File: src/hdl/spg_pkg.sv
// Package for the servo pulse generator: register indexes, config and result types.
// No dependencies; used by every module under hdl/.
package spg_pkg;

    localparam int TickW  = 11;
    localparam int PulseW = 8;
    localparam int CntW   = 8;
    localparam int StepW  = 4;
    localparam int CfgIdxW  = 3;
    localparam int CfgDataW = 11;
    localparam int SDataW = 8;
    localparam int MDataW = 24;

    localparam logic [PulseW-1:0] PulseReset = PulseW'(100);

    typedef enum logic [CfgIdxW-1:0] {
        REG_MIN_PULSE    = 3'd0,
        REG_MAX_PULSE    = 3'd1,
        REG_FRAME_LEN    = 3'd2,
        REG_STORED_PULSE = 3'd3,
        REG_DEBOUNCE     = 3'd4,
        REG_SAVE_DELAY   = 3'd5,
        REG_RAMP_FRAMES  = 3'd6,
        REG_STEP_SIZE    = 3'd7
    } cfg_reg_t;

    typedef struct packed {
        logic [PulseW-1:0] min_pulse;
        logic [PulseW-1:0] max_pulse;
        logic [TickW-1:0]  frame_len;
        logic [PulseW-1:0] stored_pulse;
        logic [CntW-1:0]   debounce_frames;
        logic [CntW-1:0]   save_delay_frames;
        logic [CntW-1:0]   ramp_frames;
        logic [StepW-1:0]  step_size;
    } spg_cfg_t;

    typedef struct packed {
        logic              servo_out;
        logic [PulseW-1:0] current_pulse;
        logic              save_request;
        logic [PulseW-1:0] save_value;
    } spg_result_t;

endpackage

File: src/hdl/servo_pulse_generator_with_buttons.sv
// Top level of the servo pulse generator with two debounced adjust buttons.
// Depends on spg_pkg, spg_cfg and spg_core.
//
// One input item is one timing tick carrying the raw active-low button levels;
// every item gives exactly one result item with the servo level, the width in
// use and a one-tick save request. Items pass an input register and a result
// register; one item is taken per clock as long as the result side keeps up.
// Configuration writes are taken at any time with cfg_ready tied high, but
// should be made only while no item is in flight.
module servo_pulse_generator_with_buttons (
    input  logic                         aclk,
    input  logic                         aresetn,
    input  logic                         s_tvalid,
    output logic                         s_tready,
    input  logic [spg_pkg::SDataW-1:0]   s_tdata,  // inc_released, dec_released, zero pad
    output logic                         m_tvalid,
    input  logic                         m_tready,
    output logic [spg_pkg::MDataW-1:0]   m_tdata,  // servo_out, current_pulse[7:0],
                                                   // save_request, save_value[7:0], zero pad
    input  logic                         cfg_valid,
    output logic                         cfg_ready,
    input  logic [spg_pkg::CfgIdxW-1:0]  cfg_index,
    input  logic [spg_pkg::CfgDataW-1:0] cfg_data
);
    import spg_pkg::*;

    spg_cfg_t    cfg;
    spg_result_t result;

    logic        in_vld_reg;
    logic        inc_reg, dec_reg;
    logic        out_vld_reg;
    spg_result_t out_reg;
    logic        advance;

    assign advance  = !out_vld_reg || m_tready;
    assign s_tready = !in_vld_reg || advance;
    assign m_tvalid = out_vld_reg;
    assign m_tdata  = {{(MDataW-$bits(spg_result_t)){1'b0}},
                       out_reg.save_value, out_reg.save_request,
                       out_reg.current_pulse, out_reg.servo_out};

    spg_cfg u_cfg (
        .aclk      (aclk),
        .aresetn   (aresetn),
        .cfg_valid (cfg_valid),
        .cfg_ready (cfg_ready),
        .cfg_index (cfg_index),
        .cfg_data  (cfg_data),
        .cfg       (cfg)
    );

    spg_core u_core (
        .aclk         (aclk),
        .aresetn      (aresetn),
        .step         (in_vld_reg && advance),
        .inc_released (inc_reg),
        .dec_released (dec_reg),
        .cfg          (cfg),
        .result       (result)
    );

    always_ff @(posedge aclk) begin
        if (!aresetn) begin
            in_vld_reg  <= 1'b0;
            out_vld_reg <= 1'b0;
        end else begin
            if (s_tready) begin
                in_vld_reg <= s_tvalid;
            end
            if (advance) begin
                out_vld_reg <= in_vld_reg;
            end
        end
    end

    always_ff @(posedge aclk) begin
        if (s_tready && s_tvalid) begin
            inc_reg <= s_tdata[0];
            dec_reg <= s_tdata[1];
        end
        if (advance && in_vld_reg) begin
            out_reg <= result;
        end
    end

endmodule

File: src/hdl/spg_cfg.sv
// Configuration register bank of the servo pulse generator.
// Depends on spg_pkg.
module spg_cfg (
    input  logic                         aclk,
    input  logic                         aresetn,
    input  logic                         cfg_valid,
    output logic                         cfg_ready,
    input  logic [spg_pkg::CfgIdxW-1:0]  cfg_index,
    input  logic [spg_pkg::CfgDataW-1:0] cfg_data,
    output spg_pkg::spg_cfg_t            cfg
);
    import spg_pkg::*;

    spg_cfg_t cfg_reg, cfg_next;

    assign cfg_ready = 1'b1;
    assign cfg       = cfg_reg;

    always_comb begin
        cfg_next = cfg_reg;
        if (cfg_valid) begin
            unique case (cfg_reg_t'(cfg_index))
                REG_MIN_PULSE:    cfg_next.min_pulse         = cfg_data[PulseW-1:0];
                REG_MAX_PULSE:    cfg_next.max_pulse         = cfg_data[PulseW-1:0];
                REG_FRAME_LEN:    cfg_next.frame_len         = cfg_data[TickW-1:0];
                REG_STORED_PULSE: cfg_next.stored_pulse      = cfg_data[PulseW-1:0];
                REG_DEBOUNCE:     cfg_next.debounce_frames   = cfg_data[CntW-1:0];
                REG_SAVE_DELAY:   cfg_next.save_delay_frames = cfg_data[CntW-1:0];
                REG_RAMP_FRAMES:  cfg_next.ramp_frames       = cfg_data[CntW-1:0];
                REG_STEP_SIZE:    cfg_next.step_size         = cfg_data[StepW-1:0];
                default:          cfg_next = cfg_reg;
            endcase
        end
    end

    always_ff @(posedge aclk) begin
        if (!aresetn) begin
            cfg_reg.min_pulse         <= PulseW'(100);
            cfg_reg.max_pulse         <= PulseW'(200);
            cfg_reg.frame_len         <= TickW'(2000);
            cfg_reg.stored_pulse      <= PulseW'(100);
            cfg_reg.debounce_frames   <= CntW'(5);
            cfg_reg.save_delay_frames <= CntW'(150);
            cfg_reg.ramp_frames       <= CntW'(2);
            cfg_reg.step_size         <= StepW'(2);
        end else begin
            cfg_reg <= cfg_next;
        end
    end

endmodule

File: src/hdl/spg_core.sv
// Per-tick state and update logic: frame counter, start-up ramp, button debounce, save timer.
// Depends on spg_pkg.
module spg_core (
    input  logic                  aclk,
    input  logic                  aresetn,
    input  logic                  step,
    input  logic                  inc_released,
    input  logic                  dec_released,
    input  spg_pkg::spg_cfg_t     cfg,
    output spg_pkg::spg_result_t  result
);
    import spg_pkg::*;

    logic [TickW-1:0]  tick_reg, tick_next;
    logic [PulseW-1:0] pw_reg, pw_next;
    logic              ramping_reg, ramping_next;
    logic [CntW-1:0]   ramp_cnt_reg, ramp_cnt_next;
    logic              inc_lvl_reg, inc_lvl_next, dec_lvl_reg, dec_lvl_next;
    logic [CntW-1:0]   inc_age_reg, inc_age_next, dec_age_reg, dec_age_next;
    logic              inc_done_reg, inc_done_next, dec_done_reg, dec_done_next;
    logic              save_pend_reg, save_pend_next;
    logic [CntW-1:0]   save_age_reg, save_age_next;

    logic              frame_end;
    logic [PulseW-1:0] target;
    logic [PulseW:0]   inc_sum;
    logic [PulseW-1:0] dec_diff;
    logic              req;

    function automatic logic [CntW-1:0] sat_inc(input logic [CntW-1:0] v);
        return (v == '1) ? v : v + CntW'(1);
    endfunction

    always_comb begin
        frame_end      = (tick_reg >= cfg.frame_len);
        ramping_next   = ramping_reg;
        inc_lvl_next   = inc_lvl_reg;
        dec_lvl_next   = dec_lvl_reg;
        inc_done_next  = inc_done_reg;
        dec_done_next  = dec_done_reg;
        save_pend_next = save_pend_reg;
        pw_next        = pw_reg;
        req            = 1'b0;

        inc_age_next  = frame_end ? sat_inc(inc_age_reg)  : inc_age_reg;
        dec_age_next  = frame_end ? sat_inc(dec_age_reg)  : dec_age_reg;
        save_age_next = frame_end ? sat_inc(save_age_reg) : save_age_reg;
        ramp_cnt_next = frame_end ? sat_inc(ramp_cnt_reg) : ramp_cnt_reg;
        tick_next     = (frame_end ? '0 : tick_reg) + TickW'(1);

        target = (cfg.stored_pulse < cfg.min_pulse || cfg.stored_pulse > cfg.max_pulse)
                 ? cfg.min_pulse : cfg.stored_pulse;
        inc_sum  = {1'b0, pw_reg} + {{(PulseW+1-StepW){1'b0}}, cfg.step_size};
        dec_diff = (pw_reg >= {{(PulseW-StepW){1'b0}}, cfg.step_size})
                   ? pw_reg - {{(PulseW-StepW){1'b0}}, cfg.step_size} : '0;

        if (ramping_reg) begin
            if (frame_end && ramp_cnt_next >= cfg.ramp_frames) begin
                ramp_cnt_next = '0;
                if (pw_reg < target) begin
                    pw_next = pw_reg + PulseW'(1);
                end
            end
            if (pw_next >= target) begin
                ramping_next = 1'b0;
            end
        end else begin
            if (inc_released != inc_lvl_reg) begin
                inc_lvl_next = inc_released;
                inc_age_next = '0;
                if (inc_released) begin
                    inc_done_next = 1'b0;
                end
            end
            if (dec_released != dec_lvl_reg) begin
                dec_lvl_next = dec_released;
                dec_age_next = '0;
                if (dec_released) begin
                    dec_done_next = 1'b0;
                end
            end
            if (!inc_lvl_next && !inc_done_next && inc_age_next >= cfg.debounce_frames) begin
                inc_done_next  = 1'b1;
                pw_next        = (inc_sum > {1'b0, cfg.max_pulse})
                                 ? cfg.max_pulse : inc_sum[PulseW-1:0];
                save_pend_next = 1'b1;
                save_age_next  = '0;
            end else if (!dec_lvl_next && !dec_done_next
                         && dec_age_next >= cfg.debounce_frames) begin
                dec_done_next  = 1'b1;
                pw_next        = (dec_diff < cfg.min_pulse) ? cfg.min_pulse : dec_diff;
                save_pend_next = 1'b1;
                save_age_next  = '0;
            end
            if (save_pend_next && save_age_next >= cfg.save_delay_frames) begin
                save_pend_next = 1'b0;
                req            = 1'b1;
            end
        end

        result.servo_out     = (tick_next <= {{(TickW-PulseW){1'b0}}, pw_next});
        result.current_pulse = pw_next;
        result.save_request  = req;
        result.save_value    = req ? pw_next : '0;
    end

    always_ff @(posedge aclk) begin
        if (!aresetn) begin
            tick_reg      <= '0;
            pw_reg        <= PulseReset;
            ramping_reg   <= 1'b1;
            ramp_cnt_reg  <= '0;
            inc_lvl_reg   <= 1'b1;
            dec_lvl_reg   <= 1'b1;
            inc_age_reg   <= '0;
            dec_age_reg   <= '0;
            inc_done_reg  <= 1'b0;
            dec_done_reg  <= 1'b0;
            save_pend_reg <= 1'b0;
            save_age_reg  <= '0;
        end else if (step) begin
            tick_reg      <= tick_next;
            pw_reg        <= pw_next;
            ramping_reg   <= ramping_next;
            ramp_cnt_reg  <= ramp_cnt_next;
            inc_lvl_reg   <= inc_lvl_next;
            dec_lvl_reg   <= dec_lvl_next;
            inc_age_reg   <= inc_age_next;
            dec_age_reg   <= dec_age_next;
            inc_done_reg  <= inc_done_next;
            dec_done_reg  <= dec_done_next;
            save_pend_reg <= save_pend_next;
            save_age_reg  <= save_age_next;
        end
    end

endmodule
File: config.mk
export PLATFORM = sky130hd
export DESIGN_NAME = servo_pulse_generator_with_buttons
export DESIGN_NICKNAME = d
export VERILOG_FILES = /design/src/hdl/spg_pkg.sv /design/src/hdl/servo_pulse_generator_with_buttons.sv /design/src/hdl/spg_cfg.sv /design/src/hdl/spg_core.sv
export SDC_FILE = /design/constraint.sdc
export NUM_CORES = 1
export LEC_CHECK = 0
export ABC_AREA = 1
export CAP_MARGIN = 5
export CORE_MARGIN = 4
export CORE_UTILIZATION = 32
export DETAILED_ROUTE_END_ITERATION = 6
export DONT_BUFFER_PORTS = 1
export GPL_TIMING_DRIVEN = 0
export HOLD_SLACK_MARGIN = 0.06
export PLACE_DENSITY_LB_ADDON = 0.3
export SLEW_MARGIN = 0
export SYNTH_ARGS = -nofsm -noshare
export SYNTH_HDL_FRONTEND = slang
export SYNTH_SLANG_ARGS = --single-unit
export TNS_END_PERCENT = 50
File: constraint.sdc
create_clock -name aclk -period 7.4 [get_ports aclk]
set_clock_uncertainty 0.2 [all_clocks]
set_input_delay 0.74 -clock aclk [delete_from_list [all_inputs] [get_ports aclk]]
set_output_delay 0.74 -clock aclk [all_outputs]
set_load 0.01 [all_outputs]
==> reports/metrics.csv, run 1 <==
stage,metric,value,unit
global_route,grt_pass1_vias,8594,
pwr,total_power,2.11,mW
detailed_routing,viasPerCell,4.88,
die,start_util,32.4,%
sta,worstMarginPinSlew,784,ps
clock_network,cts_buffers,17,
yosys,synth_top_area_share,24.7,%
sta,final-setup-viol-count,0,
detailed_routing,vias,8921,
yosys,synthCells,1395,
sta,rsz0062_at_grt,false,
yosys,async_reset_ff_share,0,%
setup_path,cp.arrival,5920,ps
yosys,synth-seq-cells,142,
placement,numPlacedInstances,1797,
setup_path,worstPathRequired,7500,ps
yosys,netlist_top_cells_area,"dfxtp_1, ha_1, nand2_1",
detailed_routing,drt_wl_total,28100,um
job,cap_violations,0,
setup_path,critPathLaunchType,flip-flop,
placement,port_buffers,0,
clock_network,clockRootBuffer,clkbuf_16,
global_route,grt_max_degree,17,
setup_path,crit_top_cell,nand2_1,
detailed_routing,drtIter0Drc,544,
detailed_routing,drc,0,
clock_network,cts_tree,built,
global_route,grt_overflow,0,
pwr,power_density,192,nW/um2
sta,hold_viol_final,0,
yosys,seq_area_frac_synth,30.8,%
cells_and_area,fin_nets,1563,
clock_network,clk_latency,430,ps
hold_path,holdPathStages,0,
cells_and_area,nFillCells,3230,
yosys,synth_top_area_cell,dfxtp_1,
sta,fmax,0.172,GHz
pwr,irDropWorstVdd,0.146,mV
sta,finalSetupTns,0,ps
yosys,syn_avg_cell_area,7.09,um2
global_route,grt_pass1_wl,45400,um
sta,maxSlewViolCount,0,
clock_network,cts.sinks,142,
clock_network,cts.reportedPaths.clkPinSlew,70,ps
cells_and_area,insertedDiodeCount,0,
hold_path,hold_class,input pin to flip-flop,
yosys,yosysWarningCount,0,
detailed_routing,wire_per_inst,15.4,um
die,fp.dieH,184,um
run_status,status,"complete, no violations",
cells_and_area,largest_register_ffs,63,
setup_path,critPathKind,flip-flop to flip-flop,
cells_and_area,fin_cells,1829,
cells_and_area,final_cell_mix,"nand2_1, inv_1, a21oi_1, dfxtp_1, ha_1",
die,die_area,33800,um2
sta,finalCritPeriodShare,78.7,%
sta,relSlewSlack,47.8,%
die,core_area,30500,um2
clock_network,cts_buffer_depth,2,
clock_network,cts_resized,0,
cells_and_area,fin_util,36.0,%
yosys,ys_types,49,
placement,hpwl,21700,um
cells_and_area,final_common_cell,nand2_1,
cells_and_area,drive_above_1_share,6.63,%
die,die_w,184,um
sta,whs,198,ps
setup_path,critPathMaxStageDelay,330,ps
setup_path,endpoint_kind,flip-flop,
yosys,synthFlopType,dfxtp_1,
yosys,netlist_area,9880,um2
yosys,synth_edf_count,20,
pwr,leakagePower,5.18,nW
clock_network,h-tree-depth,4,
global_route,grt_use_total,16.8,%
cells_and_area,syn_to_final_growth,11.1,%
die,rows,64,
setup_path,path_max_fanout,10,
setup_path,slowest_stage,ha_1,
setup_path,reg2reg_depth,38,
sta,finalCriticalPeriod,5830,ps
detailed_routing,antenna_left,0,
detailed_routing,firstDrtPassIters,5,
placement,routabilityCongestion,0.895,
global_route,grt_antenna_before_repair,0,
die,pin_count,54,
clock_network,ctsHoldBuffers,0,
clock_network,post-cts-setup-buffers,0,
-- metal layers --
layer | GRT usage [%] | vias to the layer above | wire [um]
li1 | - | 4600 | -
met1 | 22.5 | 4124 | 13400
met2 | 28.5 | 166 | 13100
met3 | 3.21 | 31 | 1200
met4 | 3.40 | 0 | 390
met5 | 0 | - | 0
-- cells in the mapped netlist, types with 3 or more instances --
library cell and n:
xor2_1 29, o21bai_1 7, nand2_2 8, buf_6 5, nand3_1 60, o21ai_0 94
o21ai_2 5, a211oi_1 9, nand2_1 284, inv_1 223, edfxtp_1 20, nand4_1 21
a21oi_1 122, ha_1 114, buf_4 10, o21ai_1 5, o211ai_1 26, clkbuf_1 22
nor2_1 112, buf_2 7, dfxtp_1 122, xnor2_1 7, mux2i_1 5, nor2_2 10
o2111ai_1 5, inv_2 7, a21o_1 3, clkinv_1 6, nor2_4 3, nor3_1 17
-- logic make-up (layout without fill, tap and decap cells) --
| kind of cell | Yosys count | count (layout) | synth area share, % |
|---|---|---|---|
| AO/OA/AOI/OAI | 288 | 288 | 16.6 |
| XOR/XNOR | 36 | 36 | 3.19 |
| adder cells (fa/ha/maj) | 116 | 116 | 14.8 |
| buffers and inverters | 282 | 315 | 11.6 |
| flip-flops | 142 | 142 | 30.8 |
| multiplexers | 5 | 5 | 0.506 |
| other | 2 | 7 | 0.0760 |
| AND/OR/NAND/NOR | 524 | 524 | 22.4 |
-- final cells by class --
cell class / instances / area, um2 / area share [%]
sequential: 142 / 3040 / 27.7
inverter: 236 / 886 / 8.07
timing repair buffer: 1 / 15.0 / 0.137
multi-input combinational: 976 / 5720 / 52.1
clock buffer: 18 / 429 / 3.91
buffer: 46 / 256 / 2.34
tap: 396 / 495 / 4.51
clock inverter: 14 / 135 / 1.23
-- worst max-delay path, delay by kind of cell, from the launching register on --
family | cells | cell delay (ps)
compound gates | 6 | 790
xor+xnor | 1 | 180
fa+ha+maj | 3 | 950
flops | 1 | 300
buf+inv | 5 | 740
simple gates | 23 | 2530
-- per-stage QoR --
step,cell area (um2),setup slack (ps)
detailed placement,10400,1610
CTS,11000,1560
finish,11000,1570
floorplan,9900,2730
global route,11000,1070
global placement,10400,1700
-- path summary, 6_finish.rpt --
path	slack (ps)	startpoint	to
worst max-delay path	1570	u_cfg.cfg[46]	m_tdata[0]
worst max register to register	1570	u_cfg.cfg[46]	m_tdata[0]
worst min-delay path	200	s_tdata[1]	dec_reg
worst min register to register	270	u_core.inc_age_reg[3]	u_core.inc_age_reg[3]
-- where the power goes --
group	switching (mW)	internal (mW)	total, mW
sequential	0.0279	0.814	0.842
clock	0.383	0.469	0.852
combinational	0.276	0.141	0.417
total	0.687	1.42	2.11
Note: power is estimated with default switching activity, not from simulation.
==> run 2, diff against run 1 <==
==> constraint.sdc (replaced) <==
create_clock -name aclk -period 5.7 [get_ports aclk]
set_clock_uncertainty 0.2 [all_clocks]
set_input_delay 0.57 -clock aclk [delete_from_list [all_inputs] [get_ports aclk]]
set_output_delay 0.57 -clock aclk [all_outputs]
set_load 0.01 [all_outputs]
==> run 2 against run 1 <==
Routed wire length is 0.89% higher. Final area is 2.4% higher. Clock-buffer cell count stayed put. Largest power group unchanged. Critical path depth is 1 lower. Critical path type unchanged. Combinational power is 33% higher.
==> reports/metrics.csv, run 2 (synthesis gave the netlist of run 1 again) <==
stage,metric,value,unit,change
sta,relSlewSlack,49.2,%,was 47.8%
setup_path,worstPathRequired,5800,ps,was 7500 ps
clock_network,h-tree-depth,4,,unchanged
detailed_routing,wire_per_inst,15.4,um,about the same
pwr,intPower,1.85,mW,was 1.42 mW
run_status,status,"complete, no violations",,unchanged
sta,hold_viol_final,0,,unchanged
die,core_area,30500,um2,unchanged
pwr,seqPwrFrac,39.7,%,was 39.9%
die,fp.dieH,184,um,unchanged
setup_path,slowest_stage,ha_1,,unchanged
global_route,grt_max_degree,17,,unchanged
sta,final-setup-viol-count,0,,unchanged
hold_path,hold_path_end,u_cfg.cfg[45],,was dec_reg
cells_and_area,fin_nets,1578,,was 1563
setup_path,cp.arrival,5370,ps,was 5920 ps
pwr,clock_power_share,40.2,%,was 40.4%
clock_network,cts_tree,built,,unchanged
die,pin_count,54,,unchanged
detailed_routing,antenna_left,0,,unchanged
pwr,irDropWorstVdd,0.189,mV,was 0.146 mV
clock_network,clk_latency,440,ps,was 430 ps
sta,finalCriticalPeriod,5270,ps,was 5830 ps
clock_network,cts.sinks,142,,unchanged
clock_network,cts.reportedPaths.clkPinSlew,70,ps,about the same
cells_and_area,largest_register_ffs,63,,unchanged
global_route,grt_pass1_vias,8619,,was 8594
placement,port_buffers,0,,unchanged
job,cap_violations,0,,unchanged
cells_and_area,syn_to_final_growth,13.8,%,was 11.1%
setup_path,critPathTopFamily,simple AND/OR/NAND/NOR gates,,unchanged
setup_path,cp_num_buf_inv,6,,was 5
global_route,grt_pass1_wl,45500,um,was 45400 um
cells_and_area,fin_util,36.9,%,was 36.0%
sta,rsz0062_at_grt,true,,was false
pwr,power_density,245,nW/um2,was 192 nW/um2
cells_and_area,final_common_cell,nand2_1,,unchanged
detailed_routing,firstDrtPassIters,5,,unchanged
global_route,grt_use_total,16.9,%,was 16.8%
pwr,pwr-share-comb,20.1,%,was 19.8%
clock_network,cts_buffer_depth,2,,unchanged
setup_path,critPathMaxStageDelay,340,ps,was 330 ps
sta,fmax,0.190,GHz,was 0.172 GHz
placement,numPlacedInstances,1797,,unchanged
cells_and_area,fin_cells,1844,,was 1829
cells_and_area,nFillCells,3204,,was 3230
cells_and_area,drive_above_1_share,8.98,%,was 6.63%
detailed_routing,vias,8993,,was 8921
detailed_routing,viasPerCell,4.88,,about the same
setup_path,crit_top_cell,nand2_1,,unchanged
setup_path,r2r_start,u_cfg.cfg[42],,was u_cfg.cfg[46]
setup_path,r2r_slack,430,ps,was 1570 ps
detailed_routing,drtIter0Drc,539,,was 544
die,die_w,184,um,unchanged
detailed_routing,drt_wl_total,28400,um,was 28100 um
setup_path,critPathLaunchType,flip-flop,,unchanged
sta,finalSetupTns,0,ps,unchanged
setup_path,path_depth,37,,was 38
setup_path,critPathKind,flip-flop to flip-flop,,unchanged
global_route,grt_overflow,0,,unchanged
setup_path,endpoint_kind,flip-flop,,unchanged
die,rows,64,,unchanged
sta,worstMarginPinSlew,762,ps,was 784 ps
detailed_routing,drc,0,,unchanged
cells_and_area,insertedDiodeCount,0,,unchanged
sta,whs,72.4,ps,was 198 ps
placement,hpwl,21700,um,unchanged
cells_and_area,final_cell_mix,"nand2_1, inv_1, a21oi_1, dfxtp_1, ha_1",,unchanged
clock_network,clockRootBuffer,clkbuf_16,,unchanged
pwr,p_sw,898,uW,was 687 uW
clock_network,cts_buffers,17,,unchanged
sta,maxSlewViolCount,0,,unchanged
sta,finalCritPeriodShare,92.5,%,was 78.7%
pwr,total_power,2.75,mW,was 2.11 mW
setup_path,rr_endpoint,m_tdata[0],,unchanged
global_route,grt_antenna_before_repair,0,,unchanged
die,die_area,33800,um2,unchanged
setup_path,reg2reg_depth,37,,was 38
hold_path,holdCritStartpoint,cfg_data[9],,was s_tdata[1]
hold_path,hold_class,input pin to flip-flop,,unchanged
pwr,switching_share,32.6,%,about the same
setup_path,path_max_fanout,10,,unchanged
placement,routabilityCongestion,0.895,,unchanged
die,start_util,32.4,%,unchanged
pwr,leakagePower,5.26,nW,was 5.18 nW
hold_path,holdPathStages,2,,was 0
==> run 2: cell types whose count changed in the layout (fill, tap and decap cells not counted), sizes merged <==
| cell | previous run | this run |
|---|---|---|
| buf | 25 | 36 |
| dlygate4sd3 | 0 | 4 |
==> run 2: per-stage QoR <==
step / instance area [um2] / setup slack (ps)
after detailed placement: 10400 / -91.1
after global placement: 10400 / 2.07
final: 11200 / 426
after floorplan: 9900 / 1030
after CTS: 11000 / 13.1
after global routing: 11200 / -13.3
==> run 2: timing repair <==
item	4_1_cts	5_1_grt
setup buffers	0	11
endpoints found under the setup margin	1	11
endpoints found under the hold margin	4	0
pin swaps	0	7
gates resized for setup	3	41
hold buffers	4	0
==> run 2: per-layer routing <==
layer | track usage (%) | vias to the layer above | wire (um)
met4 | 3.28 | 0 | 333
met1 | 22.5 | 4160 | 13500
met5 | 0 | - | 0
met2 | 28.7 | 175 | 13300
met3 | 3.17 | 28 | 1260
li1 | - | 4630 | -
==> run 2: worst max path at each step <==
stage,from,end,slack (ps)
floorplan,u_cfg.cfg[46],m_tdata[0],1030
global placement,u_cfg.cfg[46],m_tdata[0],2
detailed placement,u_cfg.cfg[46],m_tdata[0],-90
CTS,u_cfg.cfg[46],m_tdata[0],10
global route,u_cfg.cfg[42],m_tdata[0],-10
finish,u_cfg.cfg[42],m_tdata[0],430
==> run 2: power by group through the flow <==
stage	Sequential, mW	Combinational [mW]	Clock [mW]
3_3_place_gp	1.11	0.526	0
2_1_floorplan	1.10	0.400	0
5_1_grt	1.10	0.634	1.16
6_report	1.09	0.553	1.11
3_5_place_dp	1.11	0.536	0
4_1_cts	1.09	0.542	1.12
==> run 2: area by class of cell <==
cell class	instances	area [um2]	share of cell area [%]
Sequential cell	142	3040	27.1
Clock inverter	14	135	1.20
Inverter	236	888	7.90
Timing Repair Buffer	16	138	1.22
Tap cell	396	495	4.41
Multi-Input combinational cell	976	5820	51.8
Buffer	46	290	2.58
Clock buffer	18	429	3.82
